### config.mk
export PLATFORM = sky130hd
export DESIGN_NAME = motor_resistance_identifier
export DESIGN_NICKNAME = d
export VERILOG_FILES = /design/src/sv/mri_pkg.sv /design/src/sv/motor_resistance_identifier.sv /design/src/sv/mri_div.sv /design/src/sv/mri_ctrl.sv /design/src/sv/mri_dp.sv
export SDC_FILE = /design/constraint.sdc
export NUM_CORES = 2
export LEC_CHECK = 0
export BUFFER_PORTS_ARGS = -buffer_cell sky130_fd_sc_hd__buf_2
export CORE_MARGIN = 2
export CORE_UTILIZATION = 63
export DETAILED_ROUTE_END_ITERATION = 16
export PLACE_DENSITY = 0.88
export SETUP_SLACK_MARGIN = 0.15
export SLEW_MARGIN = 15
export SYNTH_ARGS = -nofsm -noshare
export SYNTH_HDL_FRONTEND = slang
export SYNTH_SLANG_ARGS = --single-unit
### constraint.sdc
create_clock -name clk -period 9.82 [get_ports clk]
set_input_delay 0.982 -clock clk [delete_from_list [all_inputs] [get_ports clk]]
set_output_delay 0.982 -clock clk [all_outputs]
set_load 0.02 [all_outputs]
### src/sv/mri_pkg.sv
`default_nettype none

package mri_pkg;

  localparam int CUR_W     = 24;
  localparam int SAMP_W    = 16;
  localparam int SUM_W     = 48;
  localparam int FAULT_W   = 32;
  localparam int RES_W     = 32;
  localparam int MS_W      = 14;
  localparam int FRAC_W    = 16;
  localparam int PHASE_W   = 3;
  localparam int MODE_W    = 2;
  localparam int STATUS_W  = 2;
  localparam int CFG_IDX_W = 2;
  localparam int CFG_W     = 24;

  localparam int SETTLE_MS         = 50;
  localparam int SAMPLE_TIMEOUT_MS = 10000;
  localparam int RAMP_DIVISOR      = 200;
  localparam int TOL_LSB           = 65;

  // reciprocal of the ramp divisor, exact for magnitudes up to 2^23
  localparam int RAMP_SHIFT = 31;
  localparam logic [CUR_W-1:0] RAMP_RECIP =
    CUR_W'(((64'd1 << RAMP_SHIFT) + 64'(RAMP_DIVISOR) - 64'd1) / 64'(RAMP_DIVISOR));

  localparam int DIV_NUM_W = SUM_W + FRAC_W;
  localparam int DIV_DEN_W = SUM_W;
  localparam int DIV_CNT_W = $clog2(DIV_NUM_W);

  localparam logic [PHASE_W-1:0] PH_IDLE     = 3'd0;
  localparam logic [PHASE_W-1:0] PH_RAMP     = 3'd1;
  localparam logic [PHASE_W-1:0] PH_SETTLE   = 3'd2;
  localparam logic [PHASE_W-1:0] PH_SAMPLE   = 3'd3;
  localparam logic [PHASE_W-1:0] PH_COMPLETE = 3'd4;
  localparam logic [PHASE_W-1:0] PH_FAILED   = 3'd5;

  localparam logic [MODE_W-1:0] MODE_TICK      = 2'd0;
  localparam logic [MODE_W-1:0] MODE_START     = 2'd1;
  localparam logic [MODE_W-1:0] MODE_POWER_OFF = 2'd2;

  localparam logic [STATUS_W-1:0] STAT_OK         = 2'd0;
  localparam logic [STATUS_W-1:0] STAT_BUSY       = 2'd1;
  localparam logic [STATUS_W-1:0] STAT_BAD_TARGET = 2'd2;

  localparam logic [CFG_IDX_W-1:0] REG_TARGET_CURRENT = 2'd0;
  localparam logic [CFG_IDX_W-1:0] REG_TARGET_SAMPLES = 2'd1;
  localparam logic [CFG_IDX_W-1:0] REG_STOP_WHEN_DONE = 2'd2;

  typedef struct packed {
    logic cap;
    logic div_start;
    logic commit;
  } ctrl_cmd_t;

  typedef struct packed {
    logic needs_div;
  } dp_status_t;

endpackage

`default_nettype wire

### src/sv/motor_resistance_identifier.sv
// flow: input captured, then checked, then committed to the result registers; a tick
//   that publishes a resistance also runs the 64-step radix-2 divider before the commit
// a new input is taken only after the previous item commits, and a commit waits while a
//   held result is stalled; the next input is taken while the previous result still waits on out_stall
// reset: synchronous, active low; phase idle, setpoint, resistance and fault cleared
`default_nettype none

module motor_resistance_identifier (
  input  wire                                clk,
  input  wire                                rst_n,
  input  wire                                cfg_we,
  input  wire [mri_pkg::CFG_IDX_W-1:0]       cfg_index,
  input  wire [mri_pkg::CFG_W-1:0]           cfg_wdata,
  input  wire                                in_valid,
  output logic                               in_stall,
  input  wire [mri_pkg::MODE_W-1:0]          in_mode,
  input  wire [mri_pkg::FAULT_W-1:0]         in_fault_in,
  input  wire [mri_pkg::SAMP_W-1:0]          in_sample_count,
  input  wire signed [mri_pkg::SUM_W-1:0]    in_current_sum,
  input  wire signed [mri_pkg::SUM_W-1:0]    in_voltage_sum,
  output logic                               out_valid,
  input  wire                                out_stall,
  output logic [mri_pkg::PHASE_W-1:0]        out_phase,
  output logic signed [mri_pkg::CUR_W-1:0]   out_current_setpoint,
  output logic                               out_phase_lock_on,
  output logic                               out_drive_stop,
  output logic                               out_clear_samples,
  output logic signed [mri_pkg::RES_W-1:0]   out_resistance,
  output logic                               out_result_valid,
  output logic [mri_pkg::FAULT_W-1:0]        out_latched_fault,
  output logic [mri_pkg::STATUS_W-1:0]       out_start_status
);
  import mri_pkg::*;

  ctrl_cmd_t            cmd;
  dp_status_t           st;
  logic                 div_done;
  logic [DIV_NUM_W-1:0] div_num;
  logic [DIV_DEN_W-1:0] div_den;
  logic [DIV_NUM_W-1:0] div_quo;

  mri_ctrl u_ctrl (
    .clk       (clk),
    .rst_n     (rst_n),
    .in_valid  (in_valid),
    .in_stall  (in_stall),
    .out_valid (out_valid),
    .out_stall (out_stall),
    .st        (st),
    .div_done  (div_done),
    .cmd       (cmd)
  );

  mri_div u_div (
    .clk   (clk),
    .rst_n (rst_n),
    .start (cmd.div_start),
    .num   (div_num),
    .den   (div_den),
    .done  (div_done),
    .quo   (div_quo)
  );

  mri_dp u_dp (
    .clk                  (clk),
    .rst_n                (rst_n),
    .cmd                  (cmd),
    .st                   (st),
    .cfg_we               (cfg_we),
    .cfg_index            (cfg_index),
    .cfg_wdata            (cfg_wdata),
    .in_mode              (in_mode),
    .in_fault_in          (in_fault_in),
    .in_sample_count      (in_sample_count),
    .in_current_sum       (in_current_sum),
    .in_voltage_sum       (in_voltage_sum),
    .div_num              (div_num),
    .div_den              (div_den),
    .div_quo              (div_quo),
    .out_phase            (out_phase),
    .out_current_setpoint (out_current_setpoint),
    .out_phase_lock_on    (out_phase_lock_on),
    .out_drive_stop       (out_drive_stop),
    .out_clear_samples    (out_clear_samples),
    .out_resistance       (out_resistance),
    .out_result_valid     (out_result_valid),
    .out_latched_fault    (out_latched_fault),
    .out_start_status     (out_start_status)
  );

endmodule

`default_nettype wire

### src/sv/mri_div.sv
`default_nettype none

module mri_div (
  input  wire                           clk,
  input  wire                           rst_n,
  input  wire                           start,
  input  wire [mri_pkg::DIV_NUM_W-1:0]  num,
  input  wire [mri_pkg::DIV_DEN_W-1:0]  den,
  output logic                          done,
  output logic [mri_pkg::DIV_NUM_W-1:0] quo
);
  import mri_pkg::*;

  logic                 busy_r, busy_nxt;
  logic                 done_r, done_nxt;
  logic [DIV_CNT_W-1:0] cnt_r, cnt_nxt;
  logic [DIV_DEN_W-1:0] rem_r, rem_nxt;
  logic [DIV_NUM_W-1:0] num_r, num_nxt;
  logic [DIV_DEN_W-1:0] den_r, den_nxt;
  logic [DIV_DEN_W:0]   trial;
  logic [DIV_DEN_W:0]   diff;
  logic                 ge;

  assign trial = {rem_r, num_r[DIV_NUM_W-1]};
  assign ge    = trial >= {1'b0, den_r};
  assign diff  = trial - {1'b0, den_r};

  always_comb begin
    busy_nxt = busy_r;
    done_nxt = 1'b0;
    cnt_nxt  = cnt_r;
    rem_nxt  = rem_r;
    num_nxt  = num_r;
    den_nxt  = den_r;
    if (start) begin
      busy_nxt = 1'b1;
      cnt_nxt  = '0;
      rem_nxt  = '0;
      num_nxt  = num;
      den_nxt  = den;
    end else if (busy_r) begin
      rem_nxt = ge ? diff[DIV_DEN_W-1:0] : trial[DIV_DEN_W-1:0];
      num_nxt = {num_r[DIV_NUM_W-2:0], ge};
      cnt_nxt = cnt_r + 1'b1;
      if (cnt_r == DIV_CNT_W'(DIV_NUM_W - 1)) begin
        busy_nxt = 1'b0;
        done_nxt = 1'b1;
      end
    end
  end

  always_ff @(posedge clk) begin
    if (!rst_n) begin
      busy_r <= 1'b0;
      done_r <= 1'b0;
      cnt_r  <= '0;
    end else begin
      busy_r <= busy_nxt;
      done_r <= done_nxt;
      cnt_r  <= cnt_nxt;
    end
    rem_r <= rem_nxt;
    num_r <= num_nxt;
    den_r <= den_nxt;
  end

  assign done = done_r;
  assign quo  = num_r;

endmodule

`default_nettype wire

### src/sv/mri_ctrl.sv
`default_nettype none

module mri_ctrl (
  input  wire                  clk,
  input  wire                  rst_n,
  input  wire                  in_valid,
  output logic                 in_stall,
  output logic                 out_valid,
  input  wire                  out_stall,
  input  mri_pkg::dp_status_t  st,
  input  wire                  div_done,
  output mri_pkg::ctrl_cmd_t   cmd
);
  import mri_pkg::*;

  typedef enum logic [3:0] {
    S_WAIT = 4'b0001,
    S_CHK  = 4'b0010,
    S_DIV  = 4'b0100,
    S_UPD  = 4'b1000
  } state_t;

  state_t state_r, state_nxt;
  logic   out_valid_r, out_valid_nxt;

  always_comb begin
    state_nxt     = state_r;
    cmd           = '0;
    unique case (state_r)
      S_WAIT: begin
        if (in_valid) begin
          cmd.cap   = 1'b1;
          state_nxt = S_CHK;
        end
      end
      S_CHK: begin
        if (st.needs_div) begin
          cmd.div_start = 1'b1;
          state_nxt     = S_DIV;
        end else begin
          state_nxt = S_UPD;
        end
      end
      S_DIV: begin
        if (div_done) begin
          state_nxt = S_UPD;
        end
      end
      S_UPD: begin
        if (!out_valid_r || !out_stall) begin
          cmd.commit = 1'b1;
          state_nxt  = S_WAIT;
        end
      end
      default: state_nxt = S_WAIT;
    endcase
    out_valid_nxt = cmd.commit ? 1'b1 : (out_stall ? out_valid_r : 1'b0);
  end

  always_ff @(posedge clk) begin
    if (!rst_n) begin
      state_r     <= S_WAIT;
      out_valid_r <= 1'b0;
    end else begin
      state_r     <= state_nxt;
      out_valid_r <= out_valid_nxt;
    end
  end

  assign in_stall  = state_r != S_WAIT;
  assign out_valid = out_valid_r;

  // result register never overwritten while a stalled result waits
  a_commit_free: assert property (@(posedge clk) disable iff (!rst_n)
    cmd.commit |-> (!out_valid_r || !out_stall))
    else $error("commit while output held");

  a_accept_chk: assert property (@(posedge clk) disable iff (!rst_n)
    (in_valid && !in_stall) |=> (state_r == S_CHK))
    else $error("accepted transfer not checked");

  a_done_in_div: assert property (@(posedge clk) disable iff (!rst_n)
    div_done |-> (state_r == S_DIV))
    else $error("divider done outside divide state");

  a_drop_on_xfer: assert property (@(posedge clk) disable iff (!rst_n)
    ($fell(out_valid_r) && $past(rst_n)) |-> $past(!out_stall))
    else $error("result dropped without transfer");

endmodule

`default_nettype wire

### src/sv/mri_dp.sv
`default_nettype none

module mri_dp (
  input  wire                                clk,
  input  wire                                rst_n,
  input  mri_pkg::ctrl_cmd_t                 cmd,
  output mri_pkg::dp_status_t                st,
  input  wire                                cfg_we,
  input  wire [mri_pkg::CFG_IDX_W-1:0]       cfg_index,
  input  wire [mri_pkg::CFG_W-1:0]           cfg_wdata,
  input  wire [mri_pkg::MODE_W-1:0]          in_mode,
  input  wire [mri_pkg::FAULT_W-1:0]         in_fault_in,
  input  wire [mri_pkg::SAMP_W-1:0]          in_sample_count,
  input  wire signed [mri_pkg::SUM_W-1:0]    in_current_sum,
  input  wire signed [mri_pkg::SUM_W-1:0]    in_voltage_sum,
  output logic [mri_pkg::DIV_NUM_W-1:0]      div_num,
  output logic [mri_pkg::DIV_DEN_W-1:0]      div_den,
  input  wire [mri_pkg::DIV_NUM_W-1:0]       div_quo,
  output logic [mri_pkg::PHASE_W-1:0]        out_phase,
  output logic signed [mri_pkg::CUR_W-1:0]   out_current_setpoint,
  output logic                               out_phase_lock_on,
  output logic                               out_drive_stop,
  output logic                               out_clear_samples,
  output logic signed [mri_pkg::RES_W-1:0]   out_resistance,
  output logic                               out_result_valid,
  output logic [mri_pkg::FAULT_W-1:0]        out_latched_fault,
  output logic [mri_pkg::STATUS_W-1:0]       out_start_status
);
  import mri_pkg::*;

  // configuration
  logic signed [CUR_W-1:0]  tcur_r;
  logic [SAMP_W-1:0]        tsamp_r;
  logic                     swd_r;

  // captured item
  logic [MODE_W-1:0]        mode_r;
  logic [FAULT_W-1:0]       fault_in_r;
  logic [SAMP_W-1:0]        count_r;
  logic signed [SUM_W-1:0]  isum_r;
  logic signed [SUM_W-1:0]  vsum_r;

  // sequencer state
  logic [PHASE_W-1:0]       phase_r, phase_nxt;
  logic [MS_W-1:0]          ms_r, ms_nxt;
  logic signed [CUR_W-1:0]  sp_r, sp_nxt;
  logic                     lock_r, lock_nxt;
  logic signed [RES_W-1:0]  res_r, res_nxt;
  logic                     valid_r, valid_nxt;
  logic [FAULT_W-1:0]       fault_r, fault_nxt;
  logic                     dstop_r, dstop_nxt;
  logic                     clr_r, clr_nxt;
  logic [STATUS_W-1:0]      status_r, status_nxt;

  logic signed [CUR_W:0]    diff0, diff1;
  logic [CUR_W:0]           mag0, mag1;
  logic                     far, done1, pub_cond;
  logic [CUR_W-1:0]         tmag;
  logic [SUM_W-1:0]         vmag, imag;
  logic [2*CUR_W-1:0]       step_prod;
  logic [2*CUR_W-RAMP_SHIFT-1:0] step_q;
  logic [CUR_W-1:0]         step_r, step_nxt;
  logic signed [CUR_W+1:0]  sp_e, tg_e, up_e, dn_e, new_e;
  logic signed [CUR_W-1:0]  sp_step;
  logic [MS_W-1:0]          ms_inc;
  logic signed [RES_W-1:0]  ratio;
  logic                     neg, q_ovf;

  assign diff0 = {sp_r[CUR_W-1], sp_r} - {tcur_r[CUR_W-1], tcur_r};
  assign mag0  = diff0[CUR_W] ? (CUR_W+1)'(-diff0) : diff0;
  assign far   = mag0 > (CUR_W+1)'(TOL_LSB);

  assign pub_cond = (count_r >= tsamp_r) || (ms_r >= MS_W'(SAMPLE_TIMEOUT_MS));

  assign st.needs_div = (mode_r == MODE_TICK) && (phase_r == PH_SAMPLE) && pub_cond;

  assign tmag = tcur_r[CUR_W-1] ? CUR_W'(-tcur_r) : tcur_r;
  assign vmag = vsum_r[SUM_W-1] ? SUM_W'(-vsum_r) : vsum_r;
  assign imag = isum_r[SUM_W-1] ? SUM_W'(-isum_r) : isum_r;

  assign div_num = {vmag, {FRAC_W{1'b0}}};
  assign div_den = imag;

  // ramp step towards the target, reciprocal multiply registered off the target
  assign step_prod = tmag * RAMP_RECIP;
  assign step_q    = step_prod[2*CUR_W-1:RAMP_SHIFT];
  assign step_nxt  = (step_q == '0) ? CUR_W'(1) : CUR_W'(step_q);
  assign sp_e = {{2{sp_r[CUR_W-1]}}, sp_r};
  assign tg_e = {{2{tcur_r[CUR_W-1]}}, tcur_r};
  assign up_e = sp_e + {2'b00, step_r};
  assign dn_e = sp_e - {2'b00, step_r};

  always_comb begin
    if (sp_e < tg_e) begin
      new_e = (up_e < tg_e) ? up_e : tg_e;
    end else if (sp_e > tg_e) begin
      new_e = (dn_e > tg_e) ? dn_e : tg_e;
    end else begin
      new_e = sp_e;
    end
  end

  assign sp_step = new_e[CUR_W-1:0];
  assign diff1   = {sp_step[CUR_W-1], sp_step} - {tcur_r[CUR_W-1], tcur_r};
  assign mag1    = diff1[CUR_W] ? (CUR_W+1)'(-diff1) : diff1;
  assign done1   = mag1 <= (CUR_W+1)'(TOL_LSB);

  assign ms_inc = ms_r + 1'b1;

  // signed, saturated quotient
  assign neg   = vsum_r[SUM_W-1] != isum_r[SUM_W-1];
  assign q_ovf = |div_quo[DIV_NUM_W-1:RES_W-1];

  always_comb begin
    priority if (vsum_r == '0) begin
      ratio = '0;
    end else if (isum_r == '0) begin
      ratio = vsum_r[SUM_W-1] ? {1'b1, {(RES_W-1){1'b0}}} : {1'b0, {(RES_W-1){1'b1}}};
    end else if (neg) begin
      ratio = q_ovf ? {1'b1, {(RES_W-1){1'b0}}} : RES_W'(-div_quo[RES_W-1:0]);
    end else begin
      ratio = q_ovf ? {1'b0, {(RES_W-1){1'b1}}} : div_quo[RES_W-1:0];
    end
  end

  always_comb begin
    phase_nxt  = phase_r;
    ms_nxt     = ms_r;
    sp_nxt     = sp_r;
    lock_nxt   = lock_r;
    res_nxt    = res_r;
    valid_nxt  = valid_r;
    fault_nxt  = fault_r;
    dstop_nxt  = 1'b0;
    clr_nxt    = 1'b0;
    status_nxt = STAT_OK;
    unique case (mode_r)
      MODE_START: begin
        if (tsamp_r == '0) begin
          status_nxt = STAT_BAD_TARGET;
        end else if (phase_r == PH_RAMP || phase_r == PH_SETTLE ||
                     phase_r == PH_SAMPLE) begin
          status_nxt = STAT_BUSY;
        end else begin
          lock_nxt  = 1'b1;
          fault_nxt = '0;
          valid_nxt = 1'b0;
          ms_nxt    = '0;
          phase_nxt = PH_RAMP;
        end
      end
      MODE_POWER_OFF: begin
        sp_nxt    = '0;
        lock_nxt  = 1'b0;
        dstop_nxt = 1'b1;
        phase_nxt = PH_IDLE;
      end
      MODE_TICK: begin
        if (phase_r == PH_RAMP) begin
          if (!far) begin
            ms_nxt    = '0;
            phase_nxt = PH_SETTLE;
          end else if (fault_in_r != '0) begin
            fault_nxt = fault_in_r;
            valid_nxt = 1'b0;
            phase_nxt = PH_FAILED;
            sp_nxt    = '0;
            lock_nxt  = 1'b0;
            dstop_nxt = 1'b1;
          end else begin
            sp_nxt = sp_step;
            if (done1) begin
              ms_nxt    = '0;
              phase_nxt = PH_SETTLE;
            end
          end
        end else if (phase_r == PH_SETTLE) begin
          ms_nxt = ms_inc;
          if (ms_inc >= MS_W'(SETTLE_MS)) begin
            clr_nxt   = 1'b1;
            ms_nxt    = '0;
            phase_nxt = PH_SAMPLE;
          end
        end else if (phase_r == PH_SAMPLE) begin
          if (pub_cond) begin
            res_nxt   = ratio;
            valid_nxt = count_r != '0;
            phase_nxt = PH_COMPLETE;
            if (swd_r) begin
              sp_nxt    = '0;
              lock_nxt  = 1'b0;
              dstop_nxt = 1'b1;
            end
          end else begin
            ms_nxt = ms_inc;
            if (fault_in_r != '0) begin
              fault_nxt = fault_in_r;
              valid_nxt = 1'b0;
              phase_nxt = PH_FAILED;
              sp_nxt    = '0;
              lock_nxt  = 1'b0;
              dstop_nxt = 1'b1;
            end
          end
        end
      end
      default: begin
        status_nxt = STAT_OK;
      end
    endcase
  end

  always_ff @(posedge clk) begin
    if (!rst_n) begin
      tcur_r   <= '0;
      tsamp_r  <= SAMP_W'(1);
      swd_r    <= 1'b1;
      phase_r  <= PH_IDLE;
      ms_r     <= '0;
      sp_r     <= '0;
      lock_r   <= 1'b0;
      res_r    <= '0;
      valid_r  <= 1'b0;
      fault_r  <= '0;
      dstop_r  <= 1'b0;
      clr_r    <= 1'b0;
      status_r <= STAT_OK;
    end else begin
      if (cfg_we) begin
        unique case (cfg_index)
          REG_TARGET_CURRENT: tcur_r  <= cfg_wdata[CUR_W-1:0];
          REG_TARGET_SAMPLES: tsamp_r <= cfg_wdata[SAMP_W-1:0];
          REG_STOP_WHEN_DONE: swd_r   <= cfg_wdata[0];
          default: ;
        endcase
      end
      if (cmd.commit) begin
        phase_r  <= phase_nxt;
        ms_r     <= ms_nxt;
        sp_r     <= sp_nxt;
        lock_r   <= lock_nxt;
        res_r    <= res_nxt;
        valid_r  <= valid_nxt;
        fault_r  <= fault_nxt;
        dstop_r  <= dstop_nxt;
        clr_r    <= clr_nxt;
        status_r <= status_nxt;
      end
    end
  end

  always_ff @(posedge clk) begin
    step_r <= step_nxt;
    if (cmd.cap) begin
      mode_r     <= in_mode;
      fault_in_r <= in_fault_in;
      count_r    <= in_sample_count;
      isum_r     <= in_current_sum;
      vsum_r     <= in_voltage_sum;
    end
  end

  assign out_phase            = phase_r;
  assign out_current_setpoint = sp_r;
  assign out_phase_lock_on    = lock_r;
  assign out_drive_stop       = dstop_r;
  assign out_clear_samples    = clr_r;
  assign out_resistance       = res_r;
  assign out_result_valid     = valid_r;
  assign out_latched_fault    = fault_r;
  assign out_start_status     = status_r;

endmodule

`default_nettype wire
==> metrics.txt <==
leak pwr=21.4 nW; largest net degree at the start of global routing=147; Slew @ Worst Pin=1150 ps; max incr delay on CP=540 ps; DP HPWL=96,500 µm; DRT Pass-1 Iters=6; Final Wtd Congestion=1.02; clk_lat worst skew=640 ps; crit start category=flip-flop; placed instance area=44,900 µm²; FP Rows=95; number of setup violations in the final report=0; Hold Path Class=reg2reg; Crit Path Max Fanout=8; net switching power=3.90 mW; Top FF cell, synth=dfxtp_1; share of cells above drive strength 1=11.0%; Clk pin slew, worst setup/hold paths=70 ps; fraction of power spent switching nets=41.9%; fillers=4,996; global-route wire length before repair=199,000 µm; CTS root buf=clkbuf_16; area occupied by multi-input gates=28,100 µm²; synth warn=0; synthesized net count=5,637; Fin. Hold Viols=0; drt wl/cell=21.7 µm; antenna-violating nets left=0; via/cell ratio=6.40; sequential power share=28.6%; Vias=37,700; drt total wl=128,000 µm; combinational fraction of design power=49.4%; Synth cell types=97; drt initial violations=4,149; RSZ-0062 raised after global routing=yes; CTS tree=yes; sequential area share after synthesis=28.6%; Req. time, crit path=10,330 ps; Worst Setup End Kind=flip-flop; Post-Place Worst Slack=68.5 ps; Final Critical Period=9310 ps; total I/O pin count=276; die height=264 µm; #FFs+latches synth=488; Core Footprint=67,000 µm²; clock skew=27.2 ps; hold_ws=451 ps; final slew viol count=0; Tot GR Track Use=35.7%; Cells after Synth=4,744; clock network power share=22.0%; period utilisation layout=94.8%; CTS Sinks=488; total gr overflow=0; max_cap viols=0; pwr dens=198 nW/µm²; Max clock buf depth=3; worst min-delay path startpoint=u_dp.out_drive_stop$_SDFFE_PN0P_; register area=12,200 µm²; Syn-to-layout area delta=10.4%; Syn Std Cell Area=42,600 µm²; Die Area=69,600 µm²; Post-Place Cells=5,768; final setup TNS=0 ps; CTS Hold Buffers Added=0; fin nets=5,854; EDFF count, synth=242; Mean Syn Cell Area=8.97 µm²; critical path arrival=9820 ps; final instance area=47,000 µm²; utilization after layout=70.1%; ys async rst share=0%; initial antenna violation count=12; Slew Limit Headroom=22.8%; kind of critical path=reg2reg; reg2reg start=u_dp.tcur_r[5]$_SDFFE_PN0P_; most frequent cells in the layout=485 x ha_1, 467 x inv_1, 365 x a21oi_1; Total Power=9.32 mW; DRC=0; worst vdd ir=182 µV; Final WS setup=509 ps; Die X-Extent=264 µm; initial core utilization=63.5%; most common cell after layout, fill and taps aside=ha_1; vias in the first global route=36,800; Finished Layout Cells=5,888; IO buf count=275; total CTS buffers=52; Int Pwr=5.42 mW; Fmax=0.107 GHz; htree depth=2; worst-path cell with the longest stage delay=fa_1; status=finished, final reports clean; CP startpoint=u_dp.tcur_r[5]$_SDFFE_PN0P_
## cell families (layout without fill, tap and decap cells)
family | count (synthesis) | in the layout | share of synthesized area (%)
other | 0 | 10 | 0
flip-flops | 488 | 488 | 28.6
XOR/XNOR | 271 | 271 | 5.58
AND/OR/NAND/NOR | 1323 | 1323 | 15.3
AO/OA/AOI/OAI | 1228 | 1229 | 18.3
adder cells (fa/ha/maj) | 716 | 716 | 25.1
buffers and inverters | 670 | 930 | 5.99
multiplexers | 48 | 48 | 1.15
## flip-flops by register name, indices dropped and copies added (netlist names), 2 cells and up
register	cells
u_dp.out_current_setpoint	24
u_dp.out_latched_fault	32
u_dp.mode_r	2
u_div.den_r	48
u_dp.tsamp_r	16
u_dp.vsum_r	48
u_dp.out_phase	3
u_div.rem_r	48
u_dp.step_r	17
u_div.quo	64
u_dp.tcur_r	24
u_dp.count_r	16
u_dp.out_start_status	2
u_dp.out_resistance	32
u_dp.isum_r	48
u_dp.fault_in_r	32
u_dp.ms_r	14
u_div.cnt_r	6
u_ctrl.state_r	4
## synthesized netlist by cell type, types with 38 or more instances
master | instances | area share (%)
a21o_1 | 105 | 1.9
a21oi_1 | 368 | 4.3
clkbuf_1 | 172 | 1.5
dfxtp_1 | 246 | 12
edfxtp_1 | 242 | 17
fa_1 | 230 | 11
ha_1 | 486 | 14
inv_1 | 469 | 4.1
mux2i_1 | 42 | 0.99
nand2_1 | 348 | 3.1
nand2b_1 | 38 | 0.56
nand3_1 | 138 | 1.6
nand4_1 | 56 | 0.82
nor2_1 | 329 | 2.9
nor3_1 | 114 | 1.3
nor4_1 | 52 | 0.76
o211ai_1 | 51 | 0.90
o21ai_0 | 321 | 3.8
o31ai_1 | 54 | 0.95
or3_1 | 42 | 0.62
xnor2_1 | 162 | 3.3
xor2_1 | 109 | 2.2
## final timing paths
| kind | slack (ps) | endpoint | cells past startpoint |
|---|---|---|---|
| max | 510 | u_dp.step_r[0]$_SDFF_PN1_ | 32 |
| min | 450 | u_dp.out_drive_stop$_SDFFE_PN0P_ | 2 |
| max reg2reg | 510 | u_dp.step_r[0]$_SDFF_PN1_ | 32 |
| min reg2reg | 450 | u_dp.out_drive_stop$_SDFFE_PN0P_ | 2 |
## critical path: cells and delay by family, from the launching register on
kind                       cells  cell delay [ps]
AOI/OAI and AO/OA             11             2410
buffers and inverters          6              760
DFF                            1              340
and+or+nand+nor                5             1850
xor gates and xnor gates       2              400
adders and majority gates      8             3470
## per-layer routing
metal / part of all wire, % / GRT usage (%) / up-vias
met3: 8.3 / 5.66 / 450
met4: 5.9 / 19.1 / 4
met2: 47 / 59.0 / 1822
met1: 39 / 45.2 / 18000
met5: 0.031 / 0 / -
li1: - / - / 17400
## power groups by stage
stage / Combinational (mW) / Clock [mW] / Sequential, mW
global route: 5.05 / 2.14 / 2.69
floorplan: 3.25 / 0 / 2.67
detailed placement: 4.32 / 0 / 2.69
finish: 4.60 / 2.05 / 2.67
CTS: 4.39 / 2.06 / 2.66
global placement: 4.21 / 0 / 2.68
## final cells by class
type	count	share of cell area, %
multi-input combinational	3587	59.8
tap	873	2.33
antenna	10	0.0533
clock inverter	30	0.626
inverter	472	3.77
timing repair buffer	360	4.32
clock buffer	68	3.18
sequential	488	26.0
## timing repair
action | CTS | global route
setup buffers | 1 | 10
gates resized for setup | 4 | 38
cloned | 1 | 0
setup endpoints to repair | 13 | 18
pin swaps | 2 | 10
Power figures use the tool's default switching activity.
